**src/hw/rtl/ising_metropolis_site_update_core_macros.svh**
```systemverilog
// Concurrent assertion shorthands, clocked on clk and quiet while arst_n is low.
`ifndef ISING_METROPOLIS_SITE_UPDATE_CORE_MACROS_SVH
`define ISING_METROPOLIS_SITE_UPDATE_CORE_MACROS_SVH

// Same-cycle implication.
`define ISMS_ASSERT_SAME(lbl, ante, cons, msg) \
	lbl: assert property (@(posedge clk) disable iff (!arst_n) (ante) |-> (cons)) \
		else $error(msg);

// Next-cycle implication.
`define ISMS_ASSERT_NEXT(lbl, ante, cons, msg) \
	lbl: assert property (@(posedge clk) disable iff (!arst_n) (ante) |=> (cons)) \
		else $error(msg);

`endif

```
**src/hw/rtl/isms_fifo.sv**
```systemverilog
module isms_fifo #(
	parameter int WIDTH = 8,
	parameter int DEPTH = 2,
	localparam int PW = $clog2(DEPTH),
	localparam int CNTW = $clog2(DEPTH + 1)
) (
	input  logic             clk,
	input  logic             arst_n,
	input  logic             push,
	input  logic [WIDTH-1:0] din,
	input  logic             pop,
	output logic [WIDTH-1:0] dout,
	output logic             valid,
	output logic             full
);

	logic [WIDTH-1:0] mem_q [DEPTH];
	logic [PW-1:0]    wr_ptr_q;
	logic [PW-1:0]    rd_ptr_q;
	logic [CNTW-1:0]  cnt_q;

	assign dout  = mem_q[rd_ptr_q];
	assign valid = (cnt_q != '0);
	assign full  = (cnt_q == CNTW'(DEPTH));

	always_ff @(posedge clk or negedge arst_n) begin
		if (!arst_n) begin
			wr_ptr_q <= '0;
			rd_ptr_q <= '0;
			cnt_q    <= '0;
		end else begin
			if (push) begin
				wr_ptr_q <= (wr_ptr_q == PW'(DEPTH - 1)) ? '0 : wr_ptr_q + 1'b1;
			end
			if (pop) begin
				rd_ptr_q <= (rd_ptr_q == PW'(DEPTH - 1)) ? '0 : rd_ptr_q + 1'b1;
			end
			if (push && !pop) begin
				cnt_q <= cnt_q + 1'b1;
			end else if (pop && !push) begin
				cnt_q <= cnt_q - 1'b1;
			end
		end
	end

	always_ff @(posedge clk) begin
		if (push) begin
			mem_q[wr_ptr_q] <= din;
		end
	end

endmodule

```
**config.mk**
```make
export PLATFORM = sky130hd
export DESIGN_NAME = isms_fifo
export DESIGN_NICKNAME = d
export VERILOG_FILES = /design/src/hw/rtl/ising_metropolis_site_update_core_macros.svh /design/src/hw/rtl/isms_fifo.sv
export SDC_FILE = /design/constraint.sdc
export NUM_CORES = 1
export LEC_CHECK = 0
export ABC_AREA = 1
export CORE_MARGIN = 2
export CORE_UTILIZATION = 45
export CTS_CLUSTER_DIAMETER = 100
export DETAILED_ROUTE_END_ITERATION = 7
export DONT_BUFFER_PORTS = 1
export PLACE_DENSITY = 0.71
export REMOVE_ABC_BUFFERS = 1
export SLEW_MARGIN = 10
export SYNTH_ARGS = -nofsm -noshare
export SYNTH_HDL_FRONTEND = slang
export SYNTH_SLANG_ARGS = --single-unit
```
**constraint.sdc**
```tcl
create_clock -name clk -period 1.3 [get_ports clk]
set_input_delay 0.065 -clock clk [delete_from_list [all_inputs] [get_ports clk]]
set_output_delay 0.065 -clock clk [all_outputs]
set_load 0.005 [all_outputs]
```
==> run summary <==
Status -> finished, final reports clean
Setup TNS -> 0 ps
ANT cells -> 0
Clk_lat worst skew -> 290 ps
Synthesized area -> 818.3 um2
Mapped Cells -> 50
Fill cells -> 146
Core Rows -> 15
First-pass GRT wire length -> 1642 um
Hold depth -> 2
Clk sinks -> 20
Worst path buffer plus inverter count -> 0
Worst vdd ir -> 1230 uV
Final #Nets -> 79
Slew headroom -> 0.7857
Synth warn -> 0
Layout cells sized above 1 -> 0.2154
Htree depth -> 1
Total congestion overflow -> 0
CP max stage delay -> 550 ps
Critical Path RT -> 1240 ps
DRT iter0 DRCs -> 3
Crit path capture type -> primary output
DRC -> 0
Pre-Repair DR Iteration Count -> 4
CTS Root Cell -> clkbuf_4
Met3 Wirelength -> 77 um
Post-synthesis sequential area ratio -> 0.7095
Slowest cell on crit path -> dfrtp_2
Slew @ Worst Pin -> 321.1 ps
Met2 Routed Length -> 607 um
GRT Overall Usage -> 0.1133
Port Buf Inserts -> 0
# IOs -> 22
Yosys reg bits -> 20
Vias in the first global route -> 403
Distinct cells, synth -> 12
Tot Pwr -> 1.962 mW
Final setup fails -> 0
Worst Hold Class -> input port to flip-flop
Fin. Hold Viols -> 0
Syn-to-layout area delta -> 23.39%
Crit-path max FO -> 9
WP depth -> 1
Post-CTS Repair Setup Buffers -> 0
RSZ-0062 raised after global routing -> no
R2R depth -> 2
Clock Skew -> 7.779 ps
Leakage power -> 0.4191 nW
WL per Instance -> 12.48 um
Final Worst Setup Slack -> 62.18 ps
Worst path top cell family by delay -> flip-flops
Post-route ant nets -> 0
Clk buf depth -> 2
CP Class -> flip-flop to primary output
Core region area -> 1727 um2
Worst path cell trace -> mux2_4
Drt via density -> 4.544
DIE HEIGHT -> 46.64 um
DRT met1 WL -> 439 um
Die Width -> 46.64 um
CTS Buf Count -> 3
Area post-placement -> 845.8 um2
Die footprint -> 2175 um2
Fmax -> 807.9 MHz
Clk slew on worst S/H paths -> 100 ps
Crit path DAT -> 1170 ps
Initial antenna violation count -> 0
Dpl ws -> 233.4 ps
Initial core utilization -> 0.4739
Max-cap viol count -> 0
CTS tree -> done
Critical Path Source Type -> flip-flop
Post-route cell area -> 1010 um2
Worst hold slack -> 19.34 ps
Routed via count -> 409
Mean Syn Cell Area -> 16.37 um2
GPL Wtd Cong -> 0.6390
Max Used Layer -> met3
Pwr per Cell Area -> 1943 nW/um2
Pin count of the biggest net entering global routing -> 13
Pins over their slew limit -> 0
Fin crit share -> 0.9522
Final Critical Period -> 1238 ps
Drt total wl -> 1123 um
cells in the mapped netlist:
master | number | area (um2)
buf_6 | 1 | 11.26
dfrtp_1 | 4 | 100.1
edfxtp_1 | 16 | 480.5
ha_1 | 1 | 12.51
inv_1 | 7 | 26.28
mux2_4 | 8 | 120.1
nand2_1 | 6 | 22.52
nand3_1 | 1 | 5.000
nand4_1 | 1 | 6.260
nor2_1 | 2 | 7.510
xnor2_1 | 1 | 8.760
xor2_1 | 2 | 17.52
registers in the layout (all words and copies together), names as in the netlist:
register,cells
cnt_q,2
mem_q,16
wr_ptr_q,1
rd_ptr_q,1
metal layers:
layer | vias up | GRT usage
met5 | - | 0
met2 | 10 | 0.2139
met4 | 0 | 0.04444
met3 | 0 | 0.03137
met1 | 196 | 0.1160
li1 | 203 | -
timing repair:
action,in CTS,in global routing
endpoints found under the setup margin,8,0
hold buffers,11,0
gates resized for setup,1,0
endpoints found under the hold margin,22,0
cells by family (layout without fill, tap and decap cells):
logic type               after synthesis  count (layout)  share of synthesized area
XOR/XNOR                               3               3                    0.03212
buffers and inverters                  8              23                    0.04588
adder cells (fa/ha/maj)                1               1                    0.01529
AND/OR/NAND/NOR                       10              10                    0.05046
multiplexers                           8               8                     0.1468
flip-flops                            20              20                     0.7095
cell usage in the layout, fill, tap and decap left out, drive strengths merged:
cell type / count
edfxtp: 16
dlygate4sd3: 11
mux2: 8
inv: 7
nand2: 6
dfrtp: 4
clkbuf: 3
nor2: 2
xor2: 2
xnor2: 1
nand3: 1
nand4: 1
ha: 1
bufinv: 1
buf: 1
worst reg2reg max path: stages, from the launching register on:
cell	delay, ps
dfrtp_1	400
nand2_1	60
inv_1	250
power by group:
part | switching, mW | internal (mW) | leakage (nW)
clock network | 0.175 | 0.311 | 0.0279
registers | 0.137 | 0.871 | 0.196
logic | 0.197 | 0.271 | 0.195
final cells by class:
cell class / instances / area, um2 / area share
clock inverters: 1 / 30.03 / 0.02974
flip-flops and latches: 20 / 581.8 / 0.5762
inverters: 7 / 26.28 / 0.02602
repair buffers: 12 / 117.6 / 0.1165
clock buffers: 3 / 22.52 / 0.02230
multi-input cells: 22 / 200.2 / 0.1983
well taps: 25 / 31.28 / 0.03098
per-stage QoR:
step / utilization / std cells
after floorplan: - / 49
final: 0.5848 / 90
after detailed placement: 0.4899 / 75
after global placement: 0.4899 / 75
after CTS: 0.5848 / 90
after global routing: 0.5848 / 90
worst paths after layout:
path / to / slack [ps] / startpoint
worst min-delay path: cnt_q[0] / 20 / push
worst min register to register: wr_ptr_q / 510 / wr_ptr_q
worst max-delay path: dout[4] / 60 / rd_ptr_q
max in group asynchronous: rd_ptr_q / 1050 / arst_n
worst max register to register: mem_q[1][0] / 270 / wr_ptr_q
min in group asynchronous: cnt_q[1] / 50 / arst_n
(Power assumes the default switching activity.)
