`src/hw/rtl/ising_metropolis_site_update_core_macros.svh`:
```
// Concurrent assertion shorthands, clocked on clk and quiet while arst_n is low.
`ifndef ISING_METROPOLIS_SITE_UPDATE_CORE_MACROS_SVH
`define ISING_METROPOLIS_SITE_UPDATE_CORE_MACROS_SVH

// Same-cycle implication.
`define ISMS_ASSERT_SAME(lbl, ante, cons, msg) \
	lbl: assert property (@(posedge clk) disable iff (!arst_n) (ante) |-> (cons)) \
		else $error(msg);

// Next-cycle implication.
`define ISMS_ASSERT_NEXT(lbl, ante, cons, msg) \
	lbl: assert property (@(posedge clk) disable iff (!arst_n) (ante) |=> (cons)) \
		else $error(msg);

`endif

```
`src/hw/rtl/isms_pkg.sv`:
```
package isms_pkg;

	localparam int SITE_W    = 12;
	localparam int RND_W     = 16;
	localparam int ENERGY_W  = 15;
	localparam int MAGNET_W  = 14;
	localparam int DE_W      = 5;
	localparam int CFG_W     = 16;
	localparam int CFG_IDX_W = 1;
	localparam int NBR_CNT   = 5;
	localparam int NBR_IDX_W = 3;

	typedef enum logic [CFG_IDX_W-1:0] {
		CFG_THRESHOLD_DE4 = 1'b0,
		CFG_THRESHOLD_DE8 = 1'b1
	} cfg_reg_t;

	typedef enum logic {
		CMD_TRIAL = 1'b0,
		CMD_FORCE = 1'b1
	} cmd_t;

	typedef enum logic [1:0] {
		BK_IDLE,
		BK_READ,
		BK_EXEC
	} back_state_t;

	typedef struct packed {
		logic             force_wr;
		logic             in_range;
		logic             write_spin;
		logic [RND_W-1:0] random_value;
	} item_ctl_t;

	typedef struct packed {
		logic q_full;
		logic clearing;
	} front_hold_t;

endpackage

```
`src/hw/rtl/isms_front.sv`:
```
module isms_front #(
	parameter int SIDE = 64,
	localparam int SITES = SIDE * SIDE,
	localparam int AW = $clog2(SITES)
) (
	input  logic                              clk,
	input  logic                              arst_n,
	input  logic                              start,
	input  logic                              cmd,
	input  logic [isms_pkg::SITE_W-1:0]       site_index,
	input  logic [isms_pkg::RND_W-1:0]        random_value,
	input  logic                              write_spin,
	input  isms_pkg::front_hold_t             hold,
	output logic                              busy,
	output logic                              push,
	output isms_pkg::item_ctl_t               push_ctl,
	output logic [isms_pkg::NBR_CNT-1:0][AW-1:0] push_addr
);

	localparam int SW = isms_pkg::SITE_W;
	localparam int CW = $clog2(SIDE);
	localparam int SHIFT = SW + CW;
	localparam int MW = SW + 2;
	localparam int PW = SW + MW;
	localparam int RW = SW + CW + 1;
	localparam int XW = ((AW > SW) ? AW : SW) + 2;
	localparam longint RECIP_L = ((longint'(1) << SHIFT) + longint'(SIDE) - 1) / longint'(SIDE);

	logic                          v_s1_q;
	logic                          cmd_s1;
	logic [SW-1:0]                 site_s1;
	logic [isms_pkg::RND_W-1:0]    rnd_s1;
	logic                          wsp_s1;
	logic [SW-1:0]                 row_s1;

	logic                          v_s2_q;
	logic                          cmd_s2;
	logic [SW-1:0]                 site_s2;
	logic [isms_pkg::RND_W-1:0]    rnd_s2;
	logic                          wsp_s2;
	logic [CW-1:0]                 col_s2;

	logic [PW-1:0] prod1;
	logic [SW-1:0] row_est;
	logic [RW-1:0] row_base;
	logic [SW-1:0] diff;
	logic [SW-1:0] col_fix;
	logic [XW-1:0] site_x;
	logic          in_range;
	logic          accept;

	assign busy   = hold.clearing | hold.q_full | v_s1_q | v_s2_q;
	assign accept = start & ~busy;

	always_comb begin
		prod1   = PW'(site_index) * PW'(RECIP_L);
		row_est = SW'(prod1 >> SHIFT);
	end

	always_comb begin
		row_base = RW'(row_s1) * RW'(SIDE);
		diff     = site_s1 - SW'(row_base);
		col_fix  = (diff >= SW'(SIDE)) ? diff - SW'(SIDE) : diff;
	end

	always_comb begin
		site_x   = XW'(site_s2);
		in_range = (site_x < XW'(SITES));
		push_addr = '0;
		if (in_range) begin
			push_addr[0] = AW'(site_x);
			push_addr[1] = (col_s2 == '0) ? AW'(site_x + XW'(SIDE - 1))
				: AW'(site_x - XW'(1));
			push_addr[2] = (col_s2 == CW'(SIDE - 1)) ? AW'(site_x - XW'(SIDE - 1))
				: AW'(site_x + XW'(1));
			push_addr[3] = (site_x < XW'(SIDE)) ? AW'(site_x + XW'(SITES - SIDE))
				: AW'(site_x - XW'(SIDE));
			push_addr[4] = (site_x >= XW'(SITES - SIDE)) ? AW'(site_x - XW'(SITES - SIDE))
				: AW'(site_x + XW'(SIDE));
		end
		push                  = v_s2_q;
		push_ctl.force_wr     = (cmd_s2 == isms_pkg::CMD_FORCE);
		push_ctl.in_range     = in_range;
		push_ctl.write_spin   = wsp_s2;
		push_ctl.random_value = rnd_s2;
	end

	always_ff @(posedge clk or negedge arst_n) begin
		if (!arst_n) begin
			v_s1_q <= 1'b0;
			v_s2_q <= 1'b0;
		end else begin
			v_s1_q <= accept;
			v_s2_q <= v_s1_q;
		end
	end

	always_ff @(posedge clk) begin
		if (accept) begin
			cmd_s1  <= cmd;
			site_s1 <= site_index;
			rnd_s1  <= random_value;
			wsp_s1  <= write_spin;
			row_s1  <= row_est;
		end
		if (v_s1_q) begin
			cmd_s2  <= cmd_s1;
			site_s2 <= site_s1;
			rnd_s2  <= rnd_s1;
			wsp_s2  <= wsp_s1;
			col_s2  <= CW'(col_fix);
		end
	end

endmodule

```
`config.mk`:
```
export PLATFORM = sky130hd
export DESIGN_NAME = isms_front
export DESIGN_NICKNAME = d
export VERILOG_FILES = /design/src/hw/rtl/ising_metropolis_site_update_core_macros.svh /design/src/hw/rtl/isms_pkg.sv /design/src/hw/rtl/isms_front.sv
export SDC_FILE = /design/constraint.sdc
export NUM_CORES = 1
export LEC_CHECK = 0
export ABC_AREA = 1
export BUFFER_PORTS_ARGS = -buffer_cell sky130_fd_sc_hd__buf_2
export CORE_MARGIN = 3
export CORE_UTILIZATION = 46
export CTS_BUF_LIST = sky130_fd_sc_hd__clkbuf_2
export DETAILED_ROUTE_END_ITERATION = 8
export GPL_TIMING_DRIVEN = 0
export PLACE_DENSITY = 0.81
export SYNTH_ARGS = -nofsm -noshare
export SYNTH_HDL_FRONTEND = slang
export SYNTH_SLANG_ARGS = --single-unit
export TNS_END_PERCENT = 1
```
`constraint.sdc`:
```
create_clock -name clk -period 3.6 [get_ports clk]
set_input_delay 0.54 -clock clk [delete_from_list [all_inputs] [get_ports clk]]
set_output_delay 0.54 -clock clk [all_outputs]
set_load 0.1 [all_outputs]
```
==> metrics list <==
* Outcome: finished, final reports clean
* Maximum frequency from static timing analysis: about 300 MHz
- Clock-pin slew was measured on the worst setup and hold paths at around 0.18 ns.
- Slew of the pin with the lowest slew margin: approximately 1.3 ns
* GRT Overall Usage: around 18%
- The most used flip-flop cell after synthesis is edfxtp_1.
- In the finished design, the share of the clock period the worst path needs comes to 91.5%.
- Of all flip-flops after synthesis, the portion carrying an async set or reset was ~3.2%.
* Nets: 427
- The detailed router placed 2210 vias in this run.
- Setup repair after global routing left no endpoint under its margin.
- Max-capacitance violation count: 0
* Yosys top cell by area: edfxtp_1
- Summed over all failing endpoints, the final setup total negative slack is 0 ns.
- The congestion estimate from routability-driven global placement came to just over 0.8.
* Count of routing violations after the opening detailed-route iteration: 64
* Post-synth design cell area: roughly 0.003 mm2
- For this design the top-level I/O count stands at 116.
- Synthesis produced 242 cells.
- By instance count, the cell type seen most on the critical path is nand2_1.
* Required @ worst endpoint: 3.06 ns
* Number of synthesized flops with an enable pin: 60
- Once layout is done, the placed cells without fillers occupy around 0.004 mm2.
- On the final layout, the worst clock skew is ~0.024 ns.
* Final Hold Violating Endpoints: 0
* First drt pass iteration count: 4
- Via count of the first global-routing pass: approximately 2.2k
* Detailed-route DRC error count: 0
- Class of the most critical hold timing path: in2reg
* Full die area: approximately 0.0073 mm2
* TritonCTS sink count: 62
* Total power consumption of the routed design: 1.61 mW
* Antenna fix cells: 0
* CTS buffer count: 9
- Count of endpoints failing setup in the final report: 0
- Clock tree from TritonCTS: built
- Share of the synthesized area in the top cell type: 61.8%
- Slowest stage cell on the critical path: edfxtp_1
- STA classifies the critical path startpoint as a flip-flop.
* Core Box Area: between 0.006 and 0.007 mm2
* Maximum ir drop on the vdd rail: 0.410 mV
* FF+latch count, synth: 62
* Overall routed net length: about 6500 um
- Unique masters post-synth: 30
- The critical path is of the reg2out type.
- CTS placed an instance of clkbuf_2 at the clock tree root.
- Starting density of the core: about half
* Post-Route Hold Slack: 0.250 ns
* Avg WL per Cell: between 10 and 15 um
- Compared with the post-synthesis result, the final layout area differs by 38.0%.
- Ordered cell list for the critical path: clkinvlp_4 -> ha_4 -> nand2_4 -> nor2_4 -> inv_4 -> ha_2 -> nand2_1 -> o21ai_0 -> a21oi_1 -> nand2_1 -> nand2_1 -> nand2_2 -> buf_6
* Crit path time final: between 3 and 4 ns
- Once detailed placement completed, the half-perimeter wirelength came to 4900 um.
* Cell Pwr Density: 401 mW/mm2
- Total grt overflow: 0
- Summing the sequential cell areas from Yosys gives roughly 64% of the chip area.
- Endpoint class of the critical path: output port
- Of the cells placed in the final design, the portion with a size suffix greater than 1 is 51.7%.
* Main area contributors after synthesis: edfxtp_1, xor2_1, nand2_1, ha_1, buf_4
- Of all nets on the critical path, the largest fanout is 6.
* Placed insts: about 430
- In this run the core area contains 28 standard-cell rows.
- Placement Cell Area: approximately 0.0038 mm2
- Pin count of the biggest net entering global routing: 33
* Number of antenna-violating nets in the routed design: 0
* Delay of the slowest cell on the worst path: between 0.5 and 0.6 ns
* Die height: 85.6 um
* Mean area per synthesized cell: roughly 12 um2
- The count of cells in the finished layout, fillers not included, comes to 462.
* Max Slew Vio Count: 0
* Count of input and output buffers: about 110
* Total of warnings raised by yosys: 0
* Fillers: approximately 460
* Clock insertion delay at the later pin of the skew report: 0.45 ns
- Number of antenna violations at the first check in global routing: 0
- Top cells by instance count after synthesis: edfxtp_1, nand2_1, inv_1
- The first global-routing pass estimated ~10000 um of wire.
- Counting along the longest clock path gives a buffer depth of 2.
- Critical path data arrival time: roughly 2.8 ns
* Overall die width: approximately 86 um
- In the routed layout, each cell is associated on average with a via count of 4.78.
* Post-Synthesis Net Count: 287
- CTS H-tree depth: 3
* Library cell with the highest instance count after synthesis: edfxtp_1
- Max-slew headroom: between 15 and 20%
- In this run the static leakage power is approximately 1.8 nW.
critical path: cells and delay by family (launching register included):
kind                     cells  cell delay (ns)
AND/OR/NAND/NOR              6             0.50
adder cells (fa/ha/maj)      2             0.57
buffers and inverters        3             0.46
AO/OA/AOI/OAI                2             0.28
flip-flops                   1             0.52
final timing paths:
check / from / to / slack (ns) / cells after the start
setup / recovery: site_s2[0] / push_addr[23] / 0.31 / 13
hold / removal: random_value[2] / rnd_s1[2] / 0.25 / 1
setup reg to reg: v_s1_q / rnd_s1[6] / 0.75 / 3
hold reg to reg: rnd_s1[14] / rnd_s2[14] / 0.43 / 0
max in group asynchronous: arst_n / v_s1_q / 3.11 / 2
min in group asynchronous: arst_n / push / 0.39 / 2
area by class of cell:
class                           count  area, um2  area share [%]
Inverter                           28        111            2.77
Timing Repair Buffer              129        724            18.0
Tap cell                           75       93.8            2.33
Clock buffer                        9       45.0            1.12
Clock inverter                      7       88.8            2.21
Buffer                             21        148            3.67
Sequential cell                    62       1850            46.0
Multi-Input combinational cell    131        960            23.9
repair_timing:
action,in CTS,in global routing
buffers inserted,0,13
endpoints found under the hold margin,2,0
resized for setup,4,5
endpoints found under the setup margin,3,4
gates cloned,0,0
hold buffers,1,0
pin swaps,0,1
cells by family after synthesis:
kind of cell / Yosys count / synth area share [%]
compound gates: 13 / 2.66
xor+xnor: 21 / 6.31
fa+ha+maj: 10 / 4.29
buf+inv: 49 / 8.67
flops: 62 / 63.5
other cells: 1 / 0.129
simple gates: 86 / 14.4
cell usage in the layout (no fill, tap or decap), types with 8 or more instances in the layout:
| cell type | n |
|---|---|
| nand2_2 | 8 |
| clkbuf_2 | 9 |
| nand2_1 | 36 |
| nor2_1 | 11 |
| inv_1 | 22 |
| buf_4 | 30 |
| xor2_1 | 14 |
| edfxtp_1 | 60 |
| nand3_1 | 14 |
| buf_2 | 112 |
per-layer routing:
| layer | global-route usage [%] | part of all wire [%] | wire length [um] | vias to the layer above |
|---|---|---|---|---|
| met5 | 0 | 0 | 0 | - |
| met4 | 6.76 | 1.9 | 123 | 0 |
| met3 | 6.05 | 8.0 | 524 | 11 |
| met2 | 33.8 | 54 | 3540 | 77 |
| met1 | 18.6 | 36 | 2360 | 1054 |
| li1 | - | - | - | 1068 |
stage by stage:
step                utilization, %  worst slack (ns)
floorplan                        -            -0.822
global placement              61.9           -0.0609
detailed placement            62.4             0.382
CTS                           64.9            0.0416
global route                  66.8            0.0482
finish                        66.8             0.306
state kept, by name (all words and copies together), names as in the netlist:
name,count
wsp_s2,1
site_s2,12
wsp_s1,1
v_s1_q,1
site_s1,12
rnd_s1,16
push,1
rnd_s2,16
cmd_s1,1
cmd_s2,1
power by group:
| group | total [mW] | leakage [nW] | internal, mW | switching, mW |
|---|---|---|---|---|
| logic | 0.321 | 1.15 | 0.0638 | 0.257 |
| registers | 0.827 | 0.576 | 0.812 | 0.0157 |
| clock network | 0.463 | 0.0753 | 0.225 | 0.238 |
(Power assumes the default switching activity.)
